`config.mk`:
```
export PLATFORM = sky130hd
export DESIGN_NAME = cert_response_parser_unit
export DESIGN_NICKNAME = d
export VERILOG_FILES = /design/src/hw/rtl/crp_pkg.sv /design/src/hw/rtl/crp_parse_core.sv /design/src/hw/rtl/crp_rsp_reg.sv /design/src/hw/rtl/cert_response_parser_unit.sv
export SDC_FILE = /design/constraint.sdc
export NUM_CORES = 1
export LEC_CHECK = 0
export ABC_CLOCK_PERIOD_IN_PS = 6500
export BUFFER_PORTS_ARGS = -buffer_cell sky130_fd_sc_hd__buf_2
export CAP_MARGIN = 20
export CORE_ASPECT_RATIO = 1.4
export CORE_MARGIN = 10
export CORE_UTILIZATION = 57
export CTS_BUF_LIST = sky130_fd_sc_hd__clkbuf_8
export DETAILED_ROUTE_END_ITERATION = 10
export PLACE_DENSITY = 0.8
export SLEW_MARGIN = 25
export SYNTH_ARGS = -nofsm -noshare
export SYNTH_HDL_FRONTEND = slang
export SYNTH_HIERARCHICAL = 1
export SYNTH_SLANG_ARGS = --single-unit
```
`constraint.sdc`:
```
create_clock -name clock -period 6.5 [get_ports clock]
set_clock_uncertainty 0.2 [all_clocks]
set_input_delay 0.65 -clock clock [delete_from_list [all_inputs] [get_ports clock]]
set_output_delay 0.65 -clock clock [all_outputs]
set_load 0.02 [all_outputs]
```
`src/hw/rtl/crp_pkg.sv`:
```
// crp_pkg: types, result codes and match strings of the certificate response parser
// no dependencies; used by every module of the parser
`default_nettype none

package crp_pkg;

   typedef struct packed {
      logic [7:0] data_byte;
      logic       message_start;
   } req_type;

   typedef struct packed {
      logic [2:0]  kind;
      logic [7:0]  cert_byte;
      logic [15:0] cert_length;
      logic        last;
   } rsp_type;

   typedef struct packed {
      logic    hit;
      rsp_type rsp;
   } result_type;

   typedef enum logic [2:0] {
      PHASE_IDLE,
      PHASE_HEADER,
      PHASE_DIGITS,
      PHASE_SEPARATOR,
      PHASE_PREFIX,
      PHASE_CERT,
      PHASE_TRAILER,
      PHASE_DONE
   } phase_type;

   localparam logic [2:0] KIND_BYTE      = 3'd0;
   localparam logic [2:0] KIND_OK        = 3'd1;
   localparam logic [2:0] KIND_HEADER    = 3'd2;
   localparam logic [2:0] KIND_SEPARATOR = 3'd3;
   localparam logic [2:0] KIND_PREFIX    = 3'd4;
   localparam logic [2:0] KIND_TRAILER   = 3'd5;
   localparam logic [2:0] KIND_TOO_LARGE = 3'd6;

   localparam logic [15:0] MAX_LEN_RESET = 16'd512;

   localparam logic [7:0] CHAR_ZERO = 8'h30;
   localparam logic [7:0] CHAR_NINE = 8'h39;

   localparam int HEAD_LEN = 63;
   localparam int SEP_LEN  = 2;
   localparam int PRE_LEN  = 10;
   localparam int TAIL_LEN = 4;

   localparam logic [HEAD_LEN*8-1:0] HEAD_TEXT =
      "HTTP/1.0 200 OK\r\nContent-Type: application/json\r\n\r\n{\"crt_len\": ";
   localparam logic [SEP_LEN*8-1:0]  SEP_TEXT  = ", ";
   localparam logic [PRE_LEN*8-1:0]  PRE_TEXT  = "\"crt\": \"0x";
   localparam logic [TAIL_LEN*8-1:0] TAIL_TEXT = "\"}\r\n";

   function automatic logic [7:0] head_char(input logic [5:0] idx);
      logic [7:0] ch;
      ch = 8'h00;
      if (int'(idx) < HEAD_LEN) begin
         ch = HEAD_TEXT[(HEAD_LEN - 1 - int'(idx)) * 8 +: 8];
      end
      return ch;
   endfunction

   function automatic logic [7:0] sep_char(input logic idx);
      return SEP_TEXT[(SEP_LEN - 1 - int'(idx)) * 8 +: 8];
   endfunction

   function automatic logic [7:0] pre_char(input logic [3:0] idx);
      logic [7:0] ch;
      ch = 8'h00;
      if (int'(idx) < PRE_LEN) begin
         ch = PRE_TEXT[(PRE_LEN - 1 - int'(idx)) * 8 +: 8];
      end
      return ch;
   endfunction

   function automatic logic [7:0] tail_char(input logic [1:0] idx);
      return TAIL_TEXT[(TAIL_LEN - 1 - int'(idx)) * 8 +: 8];
   endfunction

endpackage

`default_nettype wire

```
`src/hw/rtl/crp_parse_core.sv`:
```
// crp_parse_core: parser state registers and the per-request match and length logic
// depends on crp_pkg
`default_nettype none

module crp_parse_core #(
   parameter int LENGTH_WIDTH = 16
) (
   input  wire logic                clock,
   input  wire logic                reset,
   input  wire crp_pkg::req_type    item,
   input  wire logic                fire,
   input  wire logic [15:0]         max_len,
   output crp_pkg::result_type      result
);

   localparam int VW = LENGTH_WIDTH + 4;
   localparam int CW = (VW > 16) ? VW : 16;

   crp_pkg::phase_type        phase_ff, phase_in, eff_phase;
   logic [6:0]                pos_ff, pos_in, eff_pos;
   logic [LENGTH_WIDTH-1:0]   acc_ff, acc_in, eff_acc, sat_len;
   logic [15:0]               rem_ff, rem_in, eff_rem, rem_dec, rem_load;
   logic [LENGTH_WIDTH+15:0]  acc_wide, eff_acc_wide;
   logic [7:0]                expect_char;
   logic                      match, is_digit, over_cap, too_big;
   logic [VW-1:0]             value;
   logic [CW-1:0]             value_cmp, max_cmp;

   assign eff_phase = item.message_start ? crp_pkg::PHASE_HEADER : phase_ff;
   assign eff_pos   = item.message_start ? '0 : pos_ff;
   assign eff_acc   = item.message_start ? '0 : acc_ff;
   assign eff_rem   = item.message_start ? '0 : rem_ff;

   assign is_digit = (item.data_byte >= crp_pkg::CHAR_ZERO) &&
                     (item.data_byte <= crp_pkg::CHAR_NINE);
   assign value = (VW'(eff_acc) << 3) + (VW'(eff_acc) << 1) + VW'(item.data_byte[3:0]);
   assign over_cap  = |value[VW-1:LENGTH_WIDTH];
   assign value_cmp = CW'(value);
   assign max_cmp   = CW'(max_len);
   assign too_big   = over_cap || (value_cmp > max_cmp);
   assign sat_len   = over_cap ? '1 : value[LENGTH_WIDTH-1:0];

   assign eff_acc_wide = {16'd0, eff_acc};
   assign rem_load     = eff_acc_wide[15:0];
   assign rem_dec      = (eff_rem != 16'd0) ? eff_rem - 16'd1 : eff_rem;
   assign acc_wide     = {16'd0, acc_in};

   always_comb begin
      case (eff_phase)
         crp_pkg::PHASE_HEADER:    expect_char = crp_pkg::head_char(eff_pos[5:0]);
         crp_pkg::PHASE_DIGITS:    expect_char = crp_pkg::sep_char(1'b0);
         crp_pkg::PHASE_SEPARATOR: expect_char = crp_pkg::sep_char(eff_pos[0]);
         crp_pkg::PHASE_PREFIX:    expect_char = crp_pkg::pre_char(eff_pos[3:0]);
         crp_pkg::PHASE_TRAILER:   expect_char = crp_pkg::tail_char(eff_pos[1:0]);
         default:                  expect_char = 8'h00;
      endcase
   end

   assign match = (item.data_byte == expect_char);

   // next state
   always_comb begin
      phase_in = eff_phase;
      pos_in   = eff_pos;
      acc_in   = eff_acc;
      rem_in   = eff_rem;
      case (eff_phase)
         crp_pkg::PHASE_HEADER: begin
            if (!match) begin
               phase_in = crp_pkg::PHASE_DONE;
            end else if (eff_pos == 7'(crp_pkg::HEAD_LEN - 1)) begin
               phase_in = crp_pkg::PHASE_DIGITS;
               pos_in   = '0;
            end else begin
               pos_in = eff_pos + 7'd1;
            end
         end
         crp_pkg::PHASE_DIGITS: begin
            if (is_digit) begin
               acc_in = too_big ? sat_len : value[LENGTH_WIDTH-1:0];
               if (too_big) begin
                  phase_in = crp_pkg::PHASE_DONE;
               end
            end else if (!match) begin
               phase_in = crp_pkg::PHASE_DONE;
            end else begin
               phase_in = crp_pkg::PHASE_SEPARATOR;
               pos_in   = 7'd1;
            end
         end
         crp_pkg::PHASE_SEPARATOR: begin
            if (!match) begin
               phase_in = crp_pkg::PHASE_DONE;
            end else if (eff_pos == 7'(crp_pkg::SEP_LEN - 1)) begin
               phase_in = crp_pkg::PHASE_PREFIX;
               pos_in   = '0;
            end else begin
               pos_in = eff_pos + 7'd1;
            end
         end
         crp_pkg::PHASE_PREFIX: begin
            if (!match) begin
               phase_in = crp_pkg::PHASE_DONE;
            end else if (eff_pos == 7'(crp_pkg::PRE_LEN - 1)) begin
               rem_in   = rem_load;
               pos_in   = '0;
               phase_in = (rem_load == 16'd0) ? crp_pkg::PHASE_TRAILER : crp_pkg::PHASE_CERT;
            end else begin
               pos_in = eff_pos + 7'd1;
            end
         end
         crp_pkg::PHASE_CERT: begin
            rem_in = rem_dec;
            if (rem_dec == 16'd0) begin
               phase_in = crp_pkg::PHASE_TRAILER;
               pos_in   = '0;
            end
         end
         crp_pkg::PHASE_TRAILER: begin
            if (!match || (eff_pos == 7'(crp_pkg::TAIL_LEN - 1))) begin
               phase_in = crp_pkg::PHASE_DONE;
            end else begin
               pos_in = eff_pos + 7'd1;
            end
         end
         default: begin
            phase_in = eff_phase;
         end
      endcase
   end

   // result
   always_comb begin
      result                 = '0;
      result.rsp.cert_length = acc_wide[15:0];
      case (eff_phase)
         crp_pkg::PHASE_HEADER: begin
            result.hit      = !match;
            result.rsp.kind = crp_pkg::KIND_HEADER;
            result.rsp.last = 1'b1;
         end
         crp_pkg::PHASE_DIGITS: begin
            result.hit      = is_digit ? too_big : !match;
            result.rsp.kind = is_digit ? crp_pkg::KIND_TOO_LARGE : crp_pkg::KIND_SEPARATOR;
            result.rsp.last = 1'b1;
         end
         crp_pkg::PHASE_SEPARATOR: begin
            result.hit      = !match;
            result.rsp.kind = crp_pkg::KIND_SEPARATOR;
            result.rsp.last = 1'b1;
         end
         crp_pkg::PHASE_PREFIX: begin
            result.hit      = !match;
            result.rsp.kind = crp_pkg::KIND_PREFIX;
            result.rsp.last = 1'b1;
         end
         crp_pkg::PHASE_CERT: begin
            result.hit           = 1'b1;
            result.rsp.kind      = crp_pkg::KIND_BYTE;
            result.rsp.cert_byte = item.data_byte;
         end
         crp_pkg::PHASE_TRAILER: begin
            result.hit      = !match || (eff_pos == 7'(crp_pkg::TAIL_LEN - 1));
            result.rsp.kind = match ? crp_pkg::KIND_OK : crp_pkg::KIND_TRAILER;
            result.rsp.last = 1'b1;
         end
         default: begin
            result.hit = 1'b0;
         end
      endcase
   end

   always_ff @(posedge clock) begin
      if (reset) begin
         phase_ff <= crp_pkg::PHASE_IDLE;
         pos_ff   <= '0;
         acc_ff   <= '0;
         rem_ff   <= '0;
      end else if (fire) begin
         phase_ff <= phase_in;
         pos_ff   <= pos_in;
         acc_ff   <= acc_in;
         rem_ff   <= rem_in;
      end
   end

endmodule

`default_nettype wire

```
`src/hw/rtl/crp_rsp_reg.sv`:
```
// crp_rsp_reg: result register holding one response until the consumer takes it
// depends on crp_pkg
`default_nettype none

module crp_rsp_reg (
   input  wire logic             clock,
   input  wire logic             reset,
   input  wire logic             load,
   input  wire crp_pkg::rsp_type load_data,
   input  wire logic             rsp_stall,
   output logic                  rsp_valid,
   output crp_pkg::rsp_type      rsp_data,
   output logic                  free
);

   logic             valid_ff, valid_in;
   crp_pkg::rsp_type data_ff;

   assign free     = !valid_ff || !rsp_stall;
   assign valid_in = load || (valid_ff && rsp_stall);

   always_ff @(posedge clock) begin
      if (reset) begin
         valid_ff <= 1'b0;
      end else begin
         valid_ff <= valid_in;
      end
   end

   always_ff @(posedge clock) begin
      if (load) begin
         data_ff <= load_data;
      end
   end

   assign rsp_valid = valid_ff;
   assign rsp_data  = data_ff;

endmodule

`default_nettype wire

```
`src/hw/rtl/cert_response_parser_unit.sv`:
```
// certificate response parser: one request byte per cycle unless a full, stalled result
// register holds back a result; each accepted request is held in the input register and
// any result it yields, from the single-pass match and length update, goes into the
// result register; synchronous active-high reset clears the parser to idle, empties
// both registers and sets the maximum certificate length to 512
// depends on crp_pkg, crp_parse_core, crp_rsp_reg
`default_nettype none

module cert_response_parser_unit #(
   parameter int LENGTH_WIDTH = 16
) (
   input  wire logic             clock,
   input  wire logic             reset,
   input  wire logic             req_valid,
   output logic                  req_stall,
   input  wire crp_pkg::req_type req_data,
   output logic                  rsp_valid,
   input  wire logic             rsp_stall,
   output crp_pkg::rsp_type      rsp_data,
   input  wire logic             csr_valid,
   output logic                  csr_ready,
   input  wire logic [15:0]      csr_data
);

   logic                in_valid_ff, in_valid_in;
   crp_pkg::req_type    in_data_ff;
   logic [15:0]         max_len_ff, max_len_in;
   crp_pkg::result_type result;
   logic                out_free, advance, out_load;

   assign csr_ready  = 1'b1;
   assign max_len_in = (csr_valid && csr_ready) ? csr_data : max_len_ff;

   always_ff @(posedge clock) begin
      if (reset) begin
         max_len_ff <= crp_pkg::MAX_LEN_RESET;
      end else begin
         max_len_ff <= max_len_in;
      end
   end

   assign advance     = in_valid_ff && (!result.hit || out_free);
   assign out_load    = advance && result.hit;
   assign req_stall   = in_valid_ff && !advance;
   assign in_valid_in = req_stall ? in_valid_ff : req_valid;

   always_ff @(posedge clock) begin
      if (reset) begin
         in_valid_ff <= 1'b0;
      end else begin
         in_valid_ff <= in_valid_in;
      end
   end

   always_ff @(posedge clock) begin
      if (!req_stall) begin
         in_data_ff <= req_data;
      end
   end

   crp_parse_core #(
      .LENGTH_WIDTH (LENGTH_WIDTH)
   ) u_core (
      .clock   (clock),
      .reset   (reset),
      .item    (in_data_ff),
      .fire    (advance),
      .max_len (max_len_ff),
      .result  (result)
   );

   crp_rsp_reg u_rsp (
      .clock     (clock),
      .reset     (reset),
      .load      (out_load),
      .load_data (result.rsp),
      .rsp_stall (rsp_stall),
      .rsp_valid (rsp_valid),
      .rsp_data  (rsp_data),
      .free      (out_free)
   );

   // back-pressure only comes from a full, stalled result register
   a_stall_cause: assert property (@(posedge clock) disable iff (reset)
      req_stall |-> (in_valid_ff && rsp_valid && rsp_stall))
      else $error("request stalled without a full result register");

   a_load_shows: assert property (@(posedge clock) disable iff (reset)
      out_load |=> (rsp_valid && (rsp_data == $past(result.rsp))))
      else $error("loaded result not presented");

   a_drain: assert property (@(posedge clock) disable iff (reset)
      (rsp_valid && !rsp_stall && !out_load) |=> !rsp_valid)
      else $error("taken result presented again");

   a_byte_not_last: assert property (@(posedge clock) disable iff (reset)
      (out_load && (result.rsp.kind == crp_pkg::KIND_BYTE)) |-> !result.rsp.last)
      else $error("certificate byte marked as end of parse");

endmodule

`default_nettype wire
```
# Yosys cells after proc, flatten, opt, wreduce, memory -nomap -nowiden
# Cells that the tools add are included.
[op_classes] shift=4 n_reduce_logical=21 n_lt_le_gt_ge=5 muxes=45 n_eq_ne=11 addsub=8
[ops] operator="indexed part select 504 x 32 -> 8 bit (first input constant)" n=1
[ops] operator="two-way mux 16 bit" n=9
[ops] operator="indexed part select 80 x 32 -> 8 bit (first input constant)" n=1
[ops] operator="two-way mux 7 bit" n=11
[ops] operator="two-way mux 3 bit" n=14
[ops] operator="one-hot mux 7 bit (6 select lines)" n=1
[ops] operator="one-hot mux 8 bit (5 select lines)" n=1
[ops] operator="zero test 16 bit" n=2
[ops] operator="one-hot mux 16 bit (2 select lines)" n=1
[ops] operator="indexed part select 16 x 32 -> 8 bit (first input constant)" n=1
[ops] operator="indexed part select 32 x 32 -> 8 bit (first input constant)" n=1
[ops] operator="adder 19 x 17 -> 20 bit" n=1
[ops] operator="adder 20 x 4 -> 20 bit" n=1
[ops] operator="greater-than comparator 20 x 16 -> 1 bit" n=1
[ops] operator="one-hot mux 3 bit (6 select lines)" n=1
[ops] operator="two-way mux 8 bit" n=2
[ops] operator="nonzero test 16 bit" n=1
[ops] operator="subtractor 16 x 1 -> 16 bit (second input constant)" n=1
[ops] operator="one-hot mux 3 bit (5 select lines)" n=1
[ops] operator="== test 3 bit (second input constant)" n=3
[ops] operator="== test 8 bit" n=1
[ops] operator=">= comparator 8 x 6 -> 1 bit (second input constant)" n=1
[ops] operator="less-or-equal comparator 8 x 6 -> 1 bit (second input constant)" n=1
[ops] operator="adder 7 x 1 -> 7 bit (second input constant)" n=1
[ops] operator="other kinds (21)" n=35
[totals] word_cells=107 out_inout_bits=31 inputBits=30 ff_bits=97

# Longest topological paths before layout
# Gate-level depths: netlist of run 1.
[depth] depth_word=14 ltp_mapped=35

# Hierarchy
# Netlist of run 1, hierarchy kept.
[modules_own_cells] module="crp_parse_core" area_per_inst_um2=6742.7 instances=1 cells_per_inst=993 seq_area_each_um2=840.8
[modules_own_cells] module="cert_response_parser_unit" area_per_inst_um2=922.1 instances=1 cells_per_inst=71 seq_area_each_um2=610.6
[modules_own_cells] module="crp_rsp_reg" area_per_inst_um2=873.3 instances=1 cells_per_inst=32 seq_area_each_um2=860.8

# Worst setup path before layout of run 1
# Ideal clock, no wire load.
[synth_timing] path_type="register to register" from="register in_data_ff[0] (netlist name)" to="register u_core.pos_ff[2]" n_path_buf=6 setup_time_ns=0.071 t_required_ns=6.229 synth_period_minus_slack_ns=7.140 stages_incl_launch_ff=33 arrival_time_ns=6.869 setup_slack_ns=-0.640 cell_sequence="edfxtp_1 -> buf_6 -> buf_6 -> clkbuf_1 -> clkbuf_1 -> buf_1 -> clkbuf_1 -> nor2b_1 -> xor2_1 -> ha_1 -> ha_1 -> a21o_1 -> a21oi_1 -> o21ai_0 -> o311a_1 -> a221o_1 -> a221o_1 -> xnor2_1 -> inv_1 -> ha_1 -> nand4_1 -> nor2_1 -> nand3_1 -> nand2_1 -> a31o_2 -> a21oi_1 -> a211o_1 -> a21boi_0 -> o21ai_0 -> nor3_1 -> nor4bb_1 -> a21oi_1 -> a21oi_1"
[synth_lines] item="from (decl)" line_no="cert_response_parser_unit.sv:26" rtl="crp_pkg::req_type in_data_ff;"
[synth_lines] item="from (signal assigned)" line_no="cert_response_parser_unit.sv:57" rtl="in_data_ff <= req_data;"
[synth_lines] item="to (signal assigned)" line_no="crp_parse_core.sv:181" rtl="pos_ff <= pos_in;"
[synth_lines] item="to (decl)" line_no="crp_parse_core.sv:20" rtl="logic [6:0] pos_ff, pos_in, eff_pos;"

==> results of run 1 <==
==> kinds of logic after synthesis <==
kind of cell               synth area share
DFF                                  0.2708
muxes                               0.06140
xor gates and xnor gates            0.02667
adders and majority gates           0.08294
and+or+nand+nor                      0.2408
other                             0.0004392
buffers and inverters               0.06330
AOI/OAI and AO/OA                    0.2537
==> metal layers <==
metal,vias to the layer above,track usage
met5,-,0
met1,4319,0.3147
met4,0,0.1789
li1,4193,-
met3,138,0.03999
met2,472,0.5131
==> power breakdown <==
part	leakage [nW]	total (W)	switching, W	internal [W]
registers	0.840	0.000675	0.0000222	0.000652
logic	3.03	0.000276	0.000174	0.000102
clock network	0.111	0.000435	0.000245	0.000189
==> sequential cells by signal (all words and copies together) (netlist names) <==
signal           flops
in_data_ff           9
u_rsp/rsp_valid      1
in_valid_ff          1
u_core/phase_ff      3
u_rsp/rsp_data      28
u_core/pos_ff        7
u_core/rem_ff       16
u_core/acc_ff       16
max_len_ff          16
==> through the flow <==
stage	hold slack [ns]	setup TNS (ns)
floorplan	0.2602	0
finish	0.2408	0
global route	0.2225	-0.5346
global placement	0.2737	0
CTS	0.2286	0
detailed placement	0.2854	-0.2213
==> final cells by class <==
class | instances | area (um^2)
multi-input cells | 873 | 5788
fillers | 1268 | 5040
flip-flops and latches | 97 | 2312
repair buffers | 124 | 802.0
well taps | 189 | 236.5
inverters | 47 | 176.4
clock buffers | 9 | 123.9
clock inverters | 7 | 95.09
==> synthesized netlist by cell type, drive strengths merged, types with 24 or more instances <==
library cell    n
a21oi          85
a31oi          24
buf            30
clkbuf         49
dfxtp          60
edfxtp         37
ha             55
inv            44
mux2i          43
nand2          85
nand3          26
nor2          140
nor2b          30
nor3           28
o21ai          59
==> path summary, 6_finish.rpt <==
path | endpoint | slack, ns | cells past startpoint
max | req_stall | 0.16 | 23
min | in_data_ff[6] | 0.24 | 1
max reg2reg | u_core/acc_ff[1] | 0.28 | 25
min reg2reg | max_len_ff[8] | 0.31 | 2
==> what timing repair did <==
action,4_1_cts,5_1_grt
pin swaps,1,10
setup endpoints to repair,20,65
setup buffers,3,7
gates resized for setup,2,19
==> results.md, run 1 <==
* Status: finished, final reports clean
* Port Buf Inserts at 59
* Warnings from Yosys at 6
* Crit-path most repeated cell: ha_1
* Syn Nets at 1,182
* Seq/Total Area, Yosys at 0.2708
* Worst ir drop on vdd at 0.2129 mV
* Area post-placement at 9166 um^2
* Period minus WS final at 6.340 ns
* Chip height at 164.8 um
* Mapped Cells at 1,096
* CP startpoint: in_data_ff[0]
* Clock buffer depth at 2
* ANT nets after route at 0
* CTS Hold Bufs at 0
* Final Cell Area at 9534 um^2
* Die Width at 123.4 um
* H-tree Lvls at 3
* WS Path Type: register to primary output
* Largest stage delay, worst path at 0.52 ns
* Most frequent cells in the layout: nor2_1 (139), nand2_1 (84), a21oi_1 (81)
* Final Non-Filler Cells at 1,346
* Final core utilization at 0.6542
* GPL Wtd Cong at 1.010
* Clk Latency, worst-skew pair at 0.40 ns
* Worst endpoint required time at 5.65 ns
* DRC Markers at 0
* I/O pin cnt at 61
* Crit path setup slack, layout at 0.1599 ns
* Distinct cells, synth at 86
* Pin count of the biggest net entering global routing at 58
* 1st-iter DRT viols at 1,027
* Synth area leaders: dfxtp_1 (14%), edfxtp_1 (13%), ha_1 (8.1%), nor2_1 (6.2%), mux2i_1 (5.0%)
* Die Area at 20,340 um^2
* Area delta synth->final at 11.66%
* GRT Total Usage at 0.2890
* Setup violation total in the final timing report at 0
* Worst Setup Start Kind: register
* Pwr/cell area at 145.3 nW/um^2
* M1 wire length at 10,690 um
* # diodes at 0
* Tcrit/Tclk final at 0.9754
* First-pass GRT wire length at 46,820 um
* Commonest non-fill, non-tap cell in the layout: nor2_1
* Sink Count at 97
* Synth top area share at 0.1407
* Max FO, Critical Path at 5
* Met2 wire length at 15,450 um
* Max cap viols at 0
* GR Overflow Total at 0
* Post-DP HPWL at 22,160 um
* Met3 WL post-DR at 1858 um
* Buf+Inv Stages, Crit Path at 3
* Reg-to-Reg Start: in_data_ff[0]
* Hold Fails Final Rpt at 0
* Largest delay share family, worst path: compound AO/OA/AOI/OAI gates
* Final WL at 30,030 um
* Critical-path top delay cell: edfxtp_1
* P_leak at 3.976 nW
* #FFs+latches synth at 97
* Dpl ws at -0.01507 ns
* CP cell instances: nor2b_4 -> xor2_1 -> ha_1 -> ha_1 -> a21o_1 -> a21oi_2 -> o21ai_1 -> o311a_1 -> a221o_1 -> a221o_1 -> xnor2_2 -> inv_1 -> ha_1 -> nand4_1 -> nor2_1 -> nand3_1 -> nand2_1 -> a31o_2 -> a21oi_1 -> a211o_1 -> nand3b_1 -> inv_2 -> buf_4
* Vias in the first global route at 8,710
* Layout cell share with drive strength beyond 1 at 0.1608
* Async SR Flop Fraction at 0
* Core ar. at 14,570 um^2
* Root Buffer: clkbuf_8
* Top cell type by total area after synthesis: dfxtp_1
* Initial core utilization at 0.5859
* Drt first pass iters at 6
* Total Nets Final at 1,238
* Ys flop type: dfxtp_1
* Mapped Area at 8538 um^2
* Crit. End Element: primary output
* Fin. max-slew vios at 0
* Max frequency at 157.7 MHz
* Worst slew pin tran at 0.8505 ns
* EDFF count, synth at 37
* Min-delay src: req_data[6]
* Via Count at 9,122
* Row count at 52
* CTS tree: yes
* Pwr Total at 0.001385 W
* Placed cell count at 1,320
* Wirelength per Cell at 22.31 um
* CTS Buf Count at 9
* Vias per cell at 6.777
* Antenna violations before repair at 0
* Hold WC Path Type: primary input to register
* Slew HR at 0.4250
* WP data arrival at 5.49 ns
* Worst-path clk slew at 0.10 ns
* Synthesized area per cell at 7.790 um^2
* Top sig layer: met4
(Power assumes the default switching activity.)
==> run 2, diff against run 1 <==
--- a/config.mk
+++ b/config.mk
@@ -10,12 +10,11 @@
 export CAP_MARGIN = 20
 export CORE_ASPECT_RATIO = 1.4
 export CORE_MARGIN = 10
-export CORE_UTILIZATION = 57
+export CORE_UTILIZATION = 58
 export CTS_BUF_LIST = sky130_fd_sc_hd__clkbuf_8
 export DETAILED_ROUTE_END_ITERATION = 10
-export PLACE_DENSITY = 0.8
+export PLACE_DENSITY = 0.81
 export SLEW_MARGIN = 25
 export SYNTH_ARGS = -nofsm -noshare
 export SYNTH_HDL_FRONTEND = slang
-export SYNTH_HIERARCHICAL = 1
 export SYNTH_SLANG_ARGS = --single-unit
==> results.md, run 2 <==
* Final core utilization at 0.6364
* Vias in the first global route at 8,749
* Port Buf Inserts at 59
* Post-DP HPWL at 21,480 um
* Antenna violations before repair at 0
* Pwr Total at 0.001443 W
* Slew HR at 0.4145
* Distinct cells, synth at 88
* Hold WC Path Type: primary input to register
* Synth top area share at 0.1377
* WP data arrival at 5.31 ns
* Synthesized area per cell at 7.909 um^2
* Row count at 53
* Chip height at 165.1 um
* CTS tree: yes
* Total Nets Final at 1,220
* 1st-iter DRT viols at 1,284
* Pwr/cell area at 151.9 nW/um^2
* WS Path Type: register to primary output
* Post-synth top cells: nor2_1 (116), nand2_1 (83), a21oi_1 (71), o21ai_0 (62), dfxtp_1 (60)
* CTS Buf Count at 9
* #FFs+latches synth at 97
* Core ar. at 14,920 um^2
* First-pass GRT wire length at 45,470 um
* Pin count of the biggest net entering global routing at 57
* Dpl ws at 0.6409 ns
* Warnings from Yosys at 0
* Die Area at 20,420 um^2
* Max reg flops at 28
* Max frequency at 162.5 MHz
* Syn Nets at 1,189
* Most frequent cells in the layout: nor2_1 (116), nand2_1 (83), a21oi_1 (68)
* Root Buffer: clkbuf_8
* Worst endpoint required time at 5.65 ns
* Async SR Flop Fraction at 0
* Layout cell share with drive strength beyond 1 at 0.1396
* Final Non-Filler Cells at 1,332
* Mapped Cells at 1,103
* Tcrit/Tclk final at 0.9470
* Ys flop type: dfxtp_1
* I/O pin cnt at 61
* GR Overflow Total at 0
* Crit-path most repeated cell: ha_1
* GPL Wtd Cong at 0.9765
* Critical-path top delay cell: edfxtp_1
* Count leader, synth: nor2_1
* CTS Hold Bufs at 0
* Largest stage delay, worst path at 0.50 ns
* Clock buffer depth at 2
* Max cap viols at 0
* Initial core utilization at 0.5847
* Synth area leaders: dfxtp_1 (14%), edfxtp_1 (13%), ha_1 (7.9%), nor2_1 (5.0%), mux2i_1 (4.8%)
* Placed cell count at 1,313
* Setup violation total in the final timing report at 0
* GRT Total Usage at 0.2798
* Area delta synth->final at 8.850%
* Max FO, Critical Path at 26
* DRC Markers at 0
* ANT nets after route at 0
* Commonest non-fill, non-tap cell in the layout: nor2_1
* Crit. End Element: primary output
* Worst-path clk slew at 0.11 ns
* Drt first pass iters at 6
* Final WL at 29,010 um
* Fin. max-slew vios at 0
* Worst Setup Start Kind: register
* Wirelength per Cell at 21.78 um
* EDFF count, synth at 37
* Mapped Area at 8723 um^2
* Seq/Total Area, Yosys at 0.2651
* Hold Fails Final Rpt at 0
* Top cell type by total area after synthesis: dfxtp_1
* Vias per cell at 6.837
* Via Count at 9,107
* Crit path setup slack, layout at 0.3446 ns
* Worst slew pin tran at 0.8538 ns
* H-tree Lvls at 3
* Period minus WS final at 6.155 ns
* CP cell instances: buf_4 -> nor2b_1 -> ha_1 -> ha_1 -> nand3_1 -> inv_1 -> nand3_1 -> a31oi_1 -> nor2_1 -> xnor2_1 -> ha_1 -> a21o_1 -> a21oi_1 -> o2111ai_1 -> a21oi_1 -> o211ai_1 -> a21boi_2 -> nor2_1 -> o31ai_2 -> or2_4 -> inv_1 -> buf_2
* Worst ir drop on vdd at 0.1382 mV
* Clk Latency, worst-skew pair at 0.39 ns
* P_leak at 3.915 nW
* Status: finished, final reports clean
* Final Hold Slack at 0.2286 ns
* Sink Count at 97
* Die Width at 123.7 um
-- run 2: logic make-up (layout without fill, tap and decap cells) --
| group | count (synthesis) | in the layout | synth area share |
|---|---|---|---|
| buf+inv | 127 | 163 | 0.06512 |
| fa+ha+maj | 56 | 56 | 0.08118 |
| flops | 97 | 97 | 0.2651 |
| mux | 46 | 46 | 0.05336 |
| compound gates | 348 | 348 | 0.2747 |
| xor+xnor | 32 | 32 | 0.03213 |
| other cells | 1 | 2 | 0.0004299 |
| simple gates | 396 | 396 | 0.2281 |
-- run 2: stage by stage --
stage                       TNS, ns  instance area [um^2]
after floorplan                   0                  8738
after global placement            0                  9201
after detailed placement          0                  9201
after CTS                         0                  9432
after global routing      -0.005740                  9493
final                             0                  9495
-- run 2: area by class of cell --
type | instances | area, um^2
Multi-Input combinational cell | 879 | 5912
Inverter | 46 | 175.2
Antenna cell | 1 | 2.502
Clock buffer | 9 | 123.9
Clock inverter | 7 | 106.4
Sequential cell | 97 | 2312
Tap cell | 192 | 240.2
Fill cell | 1310 | 5425
Timing Repair Buffer | 101 | 623.1
-- run 2: layer usage --
layer	GRT usage	up-vias	wire [um]
li1	-	4177	-
met1	0.2969	4206	10360
met2	0.4797	541	14240
met3	0.04627	183	1974
met4	0.2182	0	2428
met5	0	-	0
-- run 2: worst paths after layout --
check | slack (ns) | end | from | depth (start not counted)
worst min-delay path | 0.23 | in_data_ff[3] | req_data[3] | 1
worst min register to register | 0.30 | max_len_ff[9] | max_len_ff[9] | 2
worst max-delay path | 0.34 | req_stall | in_data_ff[0] | 22
worst max register to register | 0.78 | u_core.rem_ff[12] | in_data_ff[0] | 19
-- run 2: timing repair --
| item | CTS | global route |
|---|---|---|
| resized for setup | 0 | 15 |
| setup buffers | 0 | 2 |
| setup endpoints to repair | 0 | 1 |
-- run 2: power breakdown --
| part | total (W) | leakage (nW) | switching [W] | internal [W] |
|---|---|---|---|---|
| Clock | 0.000464 | 0.117 | 0.000239 | 0.000224 |
| Combinational | 0.000311 | 2.93 | 0.000199 | 0.000112 |
| Sequential | 0.000668 | 0.871 | 0.0000183 | 0.000650 |
-- run 2: critical path, delay by kind of cell (launching register included) --
family	cells	cell delay [ns]
buffers and inverters	4	0.56
DFF	1	0.50
xor gates and xnor gates	1	0.28
AOI/OAI and AO/OA	8	1.64
and+or+nand+nor	6	0.93
adders and majority gates	3	1.01
